File: src/hdl/spq_pkg.sv
// Shared types and default sizes for the sorted priority queue.
// No dependencies; every other file in this folder uses it.
package spq_pkg;

	localparam int DEPTH_DEF        = 16;
	localparam int KEY_BITS_DEF     = 16;
	localparam int PAYLOAD_BITS_DEF = 32;
	localparam int COUNT_OUT_BITS   = 5;

	localparam logic ACTION_PUSH = 1'b0;
	localparam logic ACTION_POP  = 1'b1;

	localparam logic ORDER_LARGEST_FIRST  = 1'b0;
	localparam logic ORDER_SMALLEST_FIRST = 1'b1;

	// broadcast to every cell of the row
	typedef struct packed {
		logic push;
		logic pop;
		logic order_mode;
	} spq_ctrl_t;

endpackage

File: src/hdl/spq_if.sv
// Request and response channels of the sorted priority queue.
// Depends on spq_pkg for default widths.
interface spq_req_if #(
	parameter int KEY_BITS     = spq_pkg::KEY_BITS_DEF,
	parameter int PAYLOAD_BITS = spq_pkg::PAYLOAD_BITS_DEF
);
	logic                    valid;
	logic                    ready;
	logic                    action;
	logic [KEY_BITS-1:0]     key;
	logic [PAYLOAD_BITS-1:0] payload;

	modport source (output valid, output action, output key, output payload, input ready);
	modport sink   (input valid, input action, input key, input payload, output ready);
endinterface

interface spq_rsp_if #(
	parameter int KEY_BITS     = spq_pkg::KEY_BITS_DEF,
	parameter int PAYLOAD_BITS = spq_pkg::PAYLOAD_BITS_DEF
);
	logic                              valid;
	logic                              ready;
	logic                              push_accepted;
	logic                              pop_valid;
	logic [KEY_BITS-1:0]               out_key;
	logic [PAYLOAD_BITS-1:0]           out_payload;
	logic                              is_empty;
	logic                              is_full;
	logic [spq_pkg::COUNT_OUT_BITS-1:0] entry_count;

	modport source (output valid, output push_accepted, output pop_valid, output out_key,
		output out_payload, output is_empty, output is_full, output entry_count,
		input ready);
	modport sink   (input valid, input push_accepted, input pop_valid, input out_key,
		input out_payload, input is_empty, input is_full, input entry_count,
		output ready);
endinterface

File: src/hdl/spq_cell.sv
// One slot of the sorted row: holds a key and payload, compares against the
// incoming key and shifts towards the tail on insert or the head on pop.
// Depends on spq_pkg.
module spq_cell #(
	parameter int KEY_BITS     = spq_pkg::KEY_BITS_DEF,
	parameter int PAYLOAD_BITS = spq_pkg::PAYLOAD_BITS_DEF
) (
	input  logic                    clk,
	input  spq_pkg::spq_ctrl_t      ctrl,
	input  logic                    occupied,
	input  logic [KEY_BITS-1:0]     new_key,
	input  logic [PAYLOAD_BITS-1:0] new_payload,
	input  logic                    prev_le,
	input  logic [KEY_BITS-1:0]     prev_key,
	input  logic [PAYLOAD_BITS-1:0] prev_payload,
	input  logic [KEY_BITS-1:0]     next_key,
	input  logic [PAYLOAD_BITS-1:0] next_payload,
	output logic                    le,
	output logic [KEY_BITS-1:0]     key_q,
	output logic [PAYLOAD_BITS-1:0] payload_q
);

	logic goes_first;

	always_comb begin
		if (ctrl.order_mode == spq_pkg::ORDER_SMALLEST_FIRST) begin
			goes_first = (new_key <= key_q);
		end else begin
			goes_first = (new_key >= key_q);
		end
	end

	// set from the insertion point to the tail; an empty slot counts as one
	assign le = prev_le || !occupied || goes_first;

	always_ff @(posedge clk) begin
		if (ctrl.push) begin
			if (le && prev_le) begin
				key_q     <= prev_key;
				payload_q <= prev_payload;
			end else if (le) begin
				key_q     <= new_key;
				payload_q <= new_payload;
			end
		end else if (ctrl.pop) begin
			key_q     <= next_key;
			payload_q <= next_payload;
		end
	end

endmodule

File: src/hdl/sorted_priority_queue.sv
// Sorted priority queue, top level: a row of DEPTH cells kept in service order.
// Depends on spq_pkg, spq_req_if/spq_rsp_if and spq_cell.
//
// Takes one push or pop request per clock cycle and returns its response in the
// next cycle from an output register; a new request is taken whenever that
// register is empty or being drained. Each push compares the new key against
// every cell at once and the row shifts by one slot in the same cycle, so the
// rate is one request per cycle at any DEPTH. order_mode (0: largest key first,
// 1: smallest key first) applies to later pushes; held entries keep their order.
// Among equal keys the newest entry leaves first.
module sorted_priority_queue #(
	parameter int DEPTH        = spq_pkg::DEPTH_DEF,
	parameter int KEY_BITS     = spq_pkg::KEY_BITS_DEF,
	parameter int PAYLOAD_BITS = spq_pkg::PAYLOAD_BITS_DEF
) (
	input  logic   clk,
	input  logic   arst_n,
	input  logic   cfg_we,
	input  logic   cfg_wdata,
	spq_req_if.sink   req,
	spq_rsp_if.source rsp
);

	localparam int CNT_BITS = $clog2(DEPTH + 1);
	localparam logic [CNT_BITS-1:0] FULL_CNT = CNT_BITS'(DEPTH);

	logic                    order_mode_q;
	logic [CNT_BITS-1:0]     count_q;
	logic [CNT_BITS-1:0]     count_d;
	logic                    accept;
	logic                    full;
	logic                    empty;
	logic                    push_ok;
	logic                    pop_ok;
	spq_pkg::spq_ctrl_t      ctrl;

	logic                    occ_w      [DEPTH];
	logic                    le_w       [DEPTH];
	logic                    prev_le_w  [DEPTH];
	logic [KEY_BITS-1:0]     key_w      [DEPTH];
	logic [PAYLOAD_BITS-1:0] payload_w  [DEPTH];
	logic [KEY_BITS-1:0]     prev_key_w [DEPTH];
	logic [PAYLOAD_BITS-1:0] prev_pay_w [DEPTH];
	logic [KEY_BITS-1:0]     next_key_w [DEPTH];
	logic [PAYLOAD_BITS-1:0] next_pay_w [DEPTH];

	logic                    rsp_valid_q;
	logic                    push_accepted_q;
	logic                    pop_valid_q;
	logic [KEY_BITS-1:0]     out_key_q;
	logic [PAYLOAD_BITS-1:0] out_payload_q;
	logic                    is_empty_q;
	logic                    is_full_q;
	logic [spq_pkg::COUNT_OUT_BITS-1:0] entry_count_q;

	assign req.ready = !rsp_valid_q || rsp.ready;
	assign accept    = req.valid && req.ready;
	assign full      = (count_q == FULL_CNT);
	assign empty     = (count_q == '0);
	assign push_ok   = accept && (req.action == spq_pkg::ACTION_PUSH) && !full;
	assign pop_ok    = accept && (req.action == spq_pkg::ACTION_POP) && !empty;

	always_comb begin
		count_d = count_q;
		if (push_ok) begin
			count_d = count_q + CNT_BITS'(1);
		end else if (pop_ok) begin
			count_d = count_q - CNT_BITS'(1);
		end
	end

	assign ctrl.push       = push_ok;
	assign ctrl.pop        = pop_ok;
	assign ctrl.order_mode = order_mode_q;

	for (genvar i = 0; i < DEPTH; i++) begin : g_cell
		assign occ_w[i] = (CNT_BITS'(i) < count_q);

		if (i == 0) begin : g_head
			assign prev_le_w[i]  = 1'b0;
			assign prev_key_w[i] = req.key;
			assign prev_pay_w[i] = req.payload;
		end else begin : g_body
			assign prev_le_w[i]  = le_w[i-1];
			assign prev_key_w[i] = key_w[i-1];
			assign prev_pay_w[i] = payload_w[i-1];
		end

		if (i == DEPTH - 1) begin : g_tail
			assign next_key_w[i] = key_w[i];
			assign next_pay_w[i] = payload_w[i];
		end else begin : g_link
			assign next_key_w[i] = key_w[i+1];
			assign next_pay_w[i] = payload_w[i+1];
		end

		spq_cell #(
			.KEY_BITS     (KEY_BITS),
			.PAYLOAD_BITS (PAYLOAD_BITS)
		) u_cell (
			.clk          (clk),
			.ctrl         (ctrl),
			.occupied     (occ_w[i]),
			.new_key      (req.key),
			.new_payload  (req.payload),
			.prev_le      (prev_le_w[i]),
			.prev_key     (prev_key_w[i]),
			.prev_payload (prev_pay_w[i]),
			.next_key     (next_key_w[i]),
			.next_payload (next_pay_w[i]),
			.le           (le_w[i]),
			.key_q        (key_w[i]),
			.payload_q    (payload_w[i])
		);
	end

	always_ff @(posedge clk or negedge arst_n) begin
		if (!arst_n) begin
			order_mode_q <= spq_pkg::ORDER_LARGEST_FIRST;
			count_q      <= '0;
			rsp_valid_q  <= 1'b0;
		end else begin
			if (cfg_we) begin
				order_mode_q <= cfg_wdata;
			end
			count_q <= count_d;
			if (accept) begin
				rsp_valid_q <= 1'b1;
			end else if (rsp.ready) begin
				rsp_valid_q <= 1'b0;
			end
		end
	end

	always_ff @(posedge clk) begin
		if (accept) begin
			push_accepted_q <= push_ok;
			pop_valid_q     <= pop_ok;
			out_key_q       <= pop_ok ? key_w[0] : '0;
			out_payload_q   <= pop_ok ? payload_w[0] : '0;
			is_empty_q      <= (count_d == '0);
			is_full_q       <= (count_d == FULL_CNT);
			entry_count_q   <= spq_pkg::COUNT_OUT_BITS'(count_d);
		end
	end

	assign rsp.valid         = rsp_valid_q;
	assign rsp.push_accepted = push_accepted_q;
	assign rsp.pop_valid     = pop_valid_q;
	assign rsp.out_key       = out_key_q;
	assign rsp.out_payload   = out_payload_q;
	assign rsp.is_empty      = is_empty_q;
	assign rsp.is_full       = is_full_q;
	assign rsp.entry_count   = entry_count_q;

`ifndef SYNTH
	a_count_bound: assert property (@(posedge clk) disable iff (!arst_n)
		count_q <= FULL_CNT)
		else $error("occupancy beyond depth");

	a_full_push_holds: assert property (@(posedge clk) disable iff (!arst_n)
		(accept && (req.action == spq_pkg::ACTION_PUSH) && full) |=> $stable(count_q))
		else $error("push into full queue changed occupancy");

	a_rsp_exclusive: assert property (@(posedge clk) disable iff (!arst_n)
		rsp_valid_q |-> !(push_accepted_q && pop_valid_q))
		else $error("response flags both push and pop");

	a_empty_consistent: assert property (@(posedge clk) disable iff (!arst_n)
		(rsp_valid_q && is_empty_q) |-> (count_q == '0))
		else $error("empty flag disagrees with occupancy");
`endif

endmodule

File: src/flat_wrapper.sv
// flat-port wrapper written by rule: the top's interface ports become plain ports
module sorted_priority_queue_flat 
#(
	parameter int DEPTH        = spq_pkg::DEPTH_DEF,
	parameter int KEY_BITS     = spq_pkg::KEY_BITS_DEF,
	parameter int PAYLOAD_BITS = spq_pkg::PAYLOAD_BITS_DEF
)
  (clk, arst_n, cfg_we, cfg_wdata, req_valid, req_action, req_key, req_payload, req_ready, rsp_valid, rsp_push_accepted, rsp_pop_valid, rsp_out_key, rsp_out_payload, rsp_is_empty, rsp_is_full, rsp_entry_count, rsp_ready);
  spq_req_if #(.KEY_BITS(KEY_BITS), .PAYLOAD_BITS(PAYLOAD_BITS)) req_i ();
  spq_rsp_if #(.KEY_BITS(KEY_BITS), .PAYLOAD_BITS(PAYLOAD_BITS)) rsp_i ();
  input  logic clk;
  input  logic arst_n;
  input  logic cfg_we;
  input  logic cfg_wdata;
  input wire logic [$bits(req_i.valid)-1:0] req_valid;
  input wire logic [$bits(req_i.action)-1:0] req_action;
  input wire logic [$bits(req_i.key)-1:0] req_key;
  input wire logic [$bits(req_i.payload)-1:0] req_payload;
  output wire logic [$bits(req_i.ready)-1:0] req_ready;
  output wire logic [$bits(rsp_i.valid)-1:0] rsp_valid;
  output wire logic [$bits(rsp_i.push_accepted)-1:0] rsp_push_accepted;
  output wire logic [$bits(rsp_i.pop_valid)-1:0] rsp_pop_valid;
  output wire logic [$bits(rsp_i.out_key)-1:0] rsp_out_key;
  output wire logic [$bits(rsp_i.out_payload)-1:0] rsp_out_payload;
  output wire logic [$bits(rsp_i.is_empty)-1:0] rsp_is_empty;
  output wire logic [$bits(rsp_i.is_full)-1:0] rsp_is_full;
  output wire logic [$bits(rsp_i.entry_count)-1:0] rsp_entry_count;
  input wire logic [$bits(rsp_i.ready)-1:0] rsp_ready;
  assign req_i.valid = req_valid;
  assign req_i.action = req_action;
  assign req_i.key = req_key;
  assign req_i.payload = req_payload;
  assign req_ready = req_i.ready;
  assign rsp_valid = rsp_i.valid;
  assign rsp_push_accepted = rsp_i.push_accepted;
  assign rsp_pop_valid = rsp_i.pop_valid;
  assign rsp_out_key = rsp_i.out_key;
  assign rsp_out_payload = rsp_i.out_payload;
  assign rsp_is_empty = rsp_i.is_empty;
  assign rsp_is_full = rsp_i.is_full;
  assign rsp_entry_count = rsp_i.entry_count;
  assign rsp_i.ready = rsp_ready;
  sorted_priority_queue #(.DEPTH(DEPTH), .KEY_BITS(KEY_BITS), .PAYLOAD_BITS(PAYLOAD_BITS)) u_core (.clk(clk), .arst_n(arst_n), .cfg_we(cfg_we), .cfg_wdata(cfg_wdata), .req(req_i), .rsp(rsp_i));
endmodule
File: config.mk
export PLATFORM = sky130hd
export DESIGN_NAME = sorted_priority_queue_flat
export DESIGN_NICKNAME = d
export VERILOG_FILES = /design/src/hdl/spq_pkg.sv /design/src/hdl/spq_if.sv /design/src/hdl/spq_cell.sv /design/src/hdl/sorted_priority_queue.sv /design/src/flat_wrapper.sv
export SDC_FILE = /design/constraint.sdc
export NUM_CORES = 2
export LEC_CHECK = 0
export BUFFER_PORTS_ARGS = -buffer_cell sky130_fd_sc_hd__buf_2
export CAP_MARGIN = 20
export CORE_ASPECT_RATIO = 0.9
export CORE_MARGIN = 3
export CORE_UTILIZATION = 46
export CTS_BUF_LIST = sky130_fd_sc_hd__clkbuf_16
export DETAILED_ROUTE_END_ITERATION = 10
export PLACE_DENSITY_LB_ADDON = 0.25
export SKIP_CTS_REPAIR_TIMING = 1
export SLEW_MARGIN = 20
export SYNTH_ARGS = -nofsm -noshare
export SYNTH_HDL_FRONTEND = slang
export SYNTH_SLANG_ARGS = --single-unit
File: constraint.sdc
create_clock -name clk -period 19.13 [get_ports clk]
set_input_delay 3.826 -clock clk [delete_from_list [all_inputs] [get_ports clk]]
set_output_delay 3.826 -clock clk [all_outputs]
set_load 0.1 [all_outputs]
## Yosys cells after proc, flatten, opt, wreduce, memory -nomap -nowiden

Cells that the tools add are included.

| word-level totals | value |
|---|---|
| output and inout port bits | 59 |
| register bits after elaboration | 832 |
| input bits | 55 |
| logic and storage cells | 344 |

| cells by class | value |
|---|---|
| multiplexer cells | 142 |
| order comparisons | 48 |
| add/sub/neg operators | 2 |
| reductions and logical operators | 92 |
| equal/unequal tests | 17 |
| bitwise operators | 1 |

Operator list:

| kind | count |
|---|---|
| 32-bit 2-to-1 mux | 61 |
| 16-bit 2-to-1 mux | 61 |
| 16-bit >= comparator | 16 |
| 16-bit <= comparator | 16 |
| 3-bit inequality test (second input constant) | 14 |
| 4-bit by 5-bit less-than comparator with 1-bit output (first input constant) | 8 |
| 1-bit logical OR | 32 |
| 2-bit AND reduction | 16 |
| 1-bit logical AND | 20 |
| 3-bit by 5-bit less-than comparator with 1-bit output (first input constant) | 4 |
| 1-bit logical NOT | 19 |
| 1-bit 2-to-1 mux | 18 |
| 5-bit == test (second input constant) | 2 |
| 5-bit logical NOT | 2 |
| 1-bit by 5-bit less-than comparator with 1-bit output (first input constant) | 2 |
| 2-bit by 5-bit less-than comparator with 1-bit output (first input constant) | 2 |
| 5-bit 2-to-1 mux | 2 |
| 2-bit nonzero test | 3 |
| 5-bit by 1-bit adder with 5-bit output (second input constant) | 1 |
| 5-bit by 1-bit subtractor with 5-bit output (second input constant) | 1 |
| 2-bit inequality test (second input constant) | 1 |
| 1-bit inverter | 1 |

## Logic depth before layout (Yosys ltp)

| logic depth | value |
|---|---|
| word-level depth | 36 |
| mapped depth | 16 |
| mapped depth without buffers | 11 |

## Cells and area by module

From an unflattened synthesis, not the netlist that was laid out.

| unflattened totals | value |
|---|---|
| cell total of the unflattened synthesis | 4518 |
| area, all modules | 48685.4 µm² |

By module, submodules not included:

| module | instances | seq. area each (µm²) | cells an instance | area each (µm²) |
|---|---|---|---|---|
| spq_cell | 16 | 1441.4 | 270 | 2871.5 |
| sorted_priority_queue | 1 | 1886.8 | 198 | 2741.4 |

## Least setup slack after synthesis

OpenSTA, ideal clock, no wires.

| path | value |
|---|---|
| path type | in2reg |
| start | input port rsp_ready |
| end | register u_core.g_cell[0].u_cell.key_q[0] (enable) |
| path slack | 8262 ps |
| stages | 6 |
| setup time | 520 ps |
| arrival | 10348 ps |
| required time | 18610 ps |
| path buffers | 2 |
| cell sequence | nand2b_1 > and2_1 > nand2_1 > clkbuf_1 > clkbuf_1 > o21ai_0 |

| on the way | value |
|---|---|
| word-level cells in the longest chain between the ends | 6 |
| elaborated cells on any way between the ends | 9 |
| those cells by class | 1 x eq/ne; 8 x reduce/logical |

RTL lines:

| what | RTL line | text |
|---|---|---|
| from (decl) | flat_wrapper.sv:28 | `input wire logic [$bits(rsp_i.ready)-1:0] rsp_ready;` |
| 1-bit logical OR * | sorted_priority_queue.sv:56 | `assign req.ready = !rsp_valid_q \|\| rsp.ready;` |
| 1-bit logical AND * | sorted_priority_queue.sv:57 | `assign accept = req.valid && req.ready;` |
| via u_core.accept | sorted_priority_queue.sv:30 | `logic accept;` |
| 1-bit logical AND (on tied branches) (2 in a row) | sorted_priority_queue.sv:60, sorted_priority_queue.sv:61 |  |
| 2-bit inequality test (no line) / 2-bit nonzero test (equally long branches) | - |  |
| 2-bit AND reduction (no line) * | - |  |
| to (signal assigned) | spq_cell.sv:39 | `key_q <= prev_key;` |
| to (signal assigned) | spq_cell.sv:42 | `key_q <= new_key;` |
| to (signal assigned) | spq_cell.sv:46 | `key_q <= next_key;` |
| to (decl) | spq_cell.sv:19 | `output logic [KEY_BITS-1:0] key_q,` |

The timed path passes the listed nets; every way through them passes the cells marked *.
A chain may end at the register's enable or synchronous reset.

## Worst setup path in the final report

| path | value |
|---|---|
| start | input port req_key[0] |
| end | register u_core.g_cell[15].u_cell.payload_q[12] (enable) |

| on the way | value |
|---|---|
| word-level cells in the longest chain between the ends | 36 |
| elaborated cells on any way between the ends | 82 |
| those cells by class | 32 x order compare; 16 x mux; 34 x reduce/logical |

RTL lines:

| what | RTL line | text |
|---|---|---|
| from (decl) | flat_wrapper.sv:17 | `input wire logic [$bits(req_i.key)-1:0] req_key;` |
| 16-bit >= comparator / 16-bit <= comparator (equally long branches) | spq_cell.sv:29, spq_cell.sv:27 |  |
| 1-bit 2-to-1 mux | spq_cell.sv:26 | `if (ctrl.order_mode == spq_pkg::ORDER_SMALLEST_FIRST) begin` |
| 1-bit logical OR (31 in a row) | spq_cell.sv:34 | `assign le = prev_le \|\| !occupied \|\| goes_first;` |
| 1-bit logical AND | spq_cell.sv:38 | `if (le && prev_le) begin` |
| 2-bit nonzero test (no line) * | - |  |
| 2-bit AND reduction (no line) * | - |  |
| to (signal assigned) | spq_cell.sv:40 | `payload_q <= prev_payload;` |
| to (signal assigned) | spq_cell.sv:43 | `payload_q <= new_payload;` |
| to (signal assigned) | spq_cell.sv:47 | `payload_q <= next_payload;` |
| to (decl) | spq_cell.sv:20 | `output logic [PAYLOAD_BITS-1:0] payload_q` |

Every way passes the cells marked *; elsewhere a longest branch is shown, timed or not.

==> impl_metrics.ini <==
[logic_synthesis]
synth_cell_type_count = 67
yosysTopAreaCellShare_pct = 52.7
synth_compound_area_share_pct = 12.1
synth_edf_count = 825
synth_top_family_by_area = compound AO/OA/AOI/OAI gates
synthMuxAreaShare_pct = 10.8
synth_simple_gate_area_share_pct = 12.0
ys.flop_type = edfxtp_1
yosysMostFrequentCell = edfxtp_1
synth_fa_ha_area_share_pct = 6.89
synth_top_area_cell = edfxtp_1
post_synth.cell_area_avg_um2 = 10.6
synth_common_cells = 825 x edfxtp_1, 705 x nand2_1, 448 x mux2i_1
synthesis.nets = 4759
synth_area_um2 = 47000
ys_ff_latch = 832
yosys_warnings = 0
yosysSeqAreaShare_pct = 53.1
synth_xor_area_share_pct = 0.130
async_flop_share_pct = 0.841
yosys-top-cells-area = edfxtp_1 53%, mux2i_1 9.5%, ha_1 6.9%
syn_inst = 4445

[placed_design]
io_buffers = 113
hpwl_mm = 89.9
gp_congestion = 0.937
pre_cts_slack_ns = 9.41

[timing]
tightest_slew_ns = 1.11
relSlewSlack_pct = 25.9
finalHoldViolations = 0
timing.fmax_mhz = 110
post-route-period-util_pct = 47.7
worst_clock_skew_ns = 0.0310
maxSlewViolCount = 0
setup_ws_ns = 10.01
period_needed_ns = 9.12
setup_violations = 0
fin_hold_ws_ns = 0.529
tns_ns = 0
rsz0062_at_grt = false

[power]
p_int_mw = 3.61
combPwrFrac_pct = 21.2
p_leak_nw = 20.6
p_per_area_nw_per_um2 = 103
pwr-share-clk_pct = 32.4
switching_share_pct = 31.9
netSwitchingPower_mw = 1.69
seqPwrFrac_pct = 46.4
max-vdd-ir-drop_mv = 0.0614
finalPower_mw = 5.31

[routing]
viasPerCell = 6.09
dr.pass1.iters = 6
detail-route-antenna-nets = 0
drt_iter0_markers = 4224
wl_mm = 144
post_drt_wl_per_cell_um = 24.9
drcViolationCount = 0
via_count = 35300

[die]
io_pins = 114
dieArea_um2 = 106000
coreArea_um2 = 101000
row_count = 110
die_x_um = 343
start_util_pct = 46.7
die_h_um = 309

[grt]
gr-total-overflow = 0
antenna_found_initial = 5
first_global_vias = 33200
grt_max_degree = 251
grt_pass1_wl_mm = 214
grt_usage_pct = 26.7

[worst_setup_path]
crit_chain = buf_2 > inv_1 > ha_1 > nor2b_1 > o211ai_1 > a2111oi_0 > or4_1 > a221oi_2 > nand4_4 > buf_4 > nor4_4 > buf_4 > buf_4 > a31oi_4 > buf_4
reg2reg_setup_slack_ns = 13.24
max_stage_delay_ns = 0.75
r2r-start = u_core.count_q[4]
crit_path_start_kind = input port
crit_top_cell = buf_4
cp-startpoint = req_key[0]
cp_data_arrival_time_ns = 9.50
crit_type = in2reg
cp_top_family = buffers and inverters
endpoint_kind = flop
crit_path_top_delay_cell = buf_4
required_ns = 19.50
rr_worst_depth = 12
critPathMaxFanout = 40
r2r-end = u_core.g_cell[10].u_cell.key_q[3]
critPathCapture = u_core.g_cell[15].u_cell.payload_q[12]
cp.depth = 15
crit_buf_inv = 6

[clocking]
clk_path_buf_depth = 3
cts-htree-levels = 3
cts-buffers-inserted = 93
cts_tree = yes
clk_latency_ns = 0.68
cts_sinks = 832
clkSlewWorstSetupHoldPaths_ns = 0.06
clockRootBuffer = clkbuf_16

[cells_and_area]
final_util_pct = 51.1
fin_nets = 4690
drive_gt1_share_pct = 7.49
nFillCells = 9082
layout-area-overhead-vs-synth_pct = 9.46
seq_area_um2 = 24900
multi_input_area_um2 = 20000

[run]
drv_cap = 0

[outcome]
status = complete, no violations

[hold_path]
hold_class = reg2reg
cell families (layout without fill, tap and decap cells):
logic type | Yosys count | in the layout
simple gates | 1315 | 1315
flops | 832 | 832
compound gates | 950 | 950
mux | 497 | 497
buf+inv | 585 | 587
other cells | 0 | 3
xor+xnor | 7 | 7
fa+ha+maj | 259 | 259
per-layer routing:
layer | up-vias | routed length, um | GRT usage [%]
met5 | - | 8 | 0
met2 | 1679 | 61200 | 38.8
met4 | 2 | 3540 | 6.76
met3 | 193 | 14700 | 5.58
li1 | 16200 | - | -
met1 | 17300 | 65100 | 40.7
flip-flops by register name, summed over array words and instances, names as in the netlist:
signal                          flops
u_core.rsp.pop_valid                1
u_core.rsp.push_accepted            1
u_core.rsp.out_payload             32
u_core.rsp.entry_count              5
u_core.order_mode_q                 1
u_core.rsp.out_key                 16
u_core.rsp.is_empty                 1
u_core.g_cell.u_cell.payload_q    512
u_core.g_cell.u_cell.key_q        256
u_core.count_q                      5
u_core.rsp.valid                    1
u_core.rsp.is_full                  1
through the flow:
stage,std cells,instance area [um2]
after floorplan,4445,47000
after global placement,5624,48600
after detailed placement,5624,48600
after global routing,5793,51500
after CTS,5790,51400
final,5794,51500
how the worst min path moves through the flow:
stage	startpoint	to	slack (ns)	cells after the start
floorplan	u_core.g_cell[1].u_cell.payload_q[0]	u_core.g_cell[0].u_cell.payload_q[0]	0.52	2
global placement	u_core.rsp.valid	u_core.rsp.valid	0.53	2
detailed placement	u_core.rsp.valid	u_core.rsp.valid	0.53	2
CTS	u_core.g_cell[5].u_cell.payload_q[26]	u_core.g_cell[4].u_cell.payload_q[26]	0.54	2
global route	u_core.rsp.valid	u_core.rsp.valid	0.57	2
finish	u_core.rsp.valid	u_core.rsp.valid	0.53	2
cell usage in the layout (no fill, tap or decap), types with 5 or more instances in the layout:
cell type / count
a2111oi_0: 7
a211oi_1: 23
a21o_1: 27
a21oi_1: 262
a221o_1: 6
a31oi_1: 35
and2_1: 37
buf_2: 113
buf_4: 49
bufinv_16: 5
clkbuf_16: 95
clkinv_1: 18
clkinv_2: 10
dfrtp_1: 7
edfxtp_1: 825
ha_1: 259
inv_1: 284
mux2_1: 39
mux2_4: 9
mux2i_1: 448
nand2_1: 696
nand2_4: 9
nand3_1: 200
nand4_1: 54
nor2_1: 241
nor2b_1: 11
nor3_1: 12
nor4_1: 14
o211ai_1: 112
o21a_1: 11
o21ai_0: 319
o21ai_1: 32
o21ai_4: 8
o221ai_1: 30
o311ai_0: 48
or4_1: 7
xnor2_1: 6
worst min-delay path, cell delays in order, from the launching register on:
cell      delay [ns]
dfrtp_1         0.33
nand2b_1        0.09
nand2b_1        0.08
layout make-up:
cell class                      count  share of cell area [%]
Inverter                          254                    1.87
Sequential cell                   832                    48.5
Antenna cell                        3                  0.0146
Tap cell                         1344                    3.27
Clock inverter                     71                   0.900
Multi-Input combinational cell   3028                    38.8
Clock buffer                       95                    4.62
Timing Repair Buffer              167                    2.02
power groups by stage:
stage / combinational (mW) / sequential (mW) / clock (mW)
2_1_floorplan: 0.667 / 2.51 / 0
3_3_place_gp: 1.09 / 2.48 / 0
3_5_place_dp: 1.11 / 2.49 / 0
4_1_cts: 1.11 / 2.45 / 1.74
5_1_grt: 1.23 / 2.48 / 1.81
6_report: 1.13 / 2.46 / 1.72
Power figures use the tool's default switching activity.
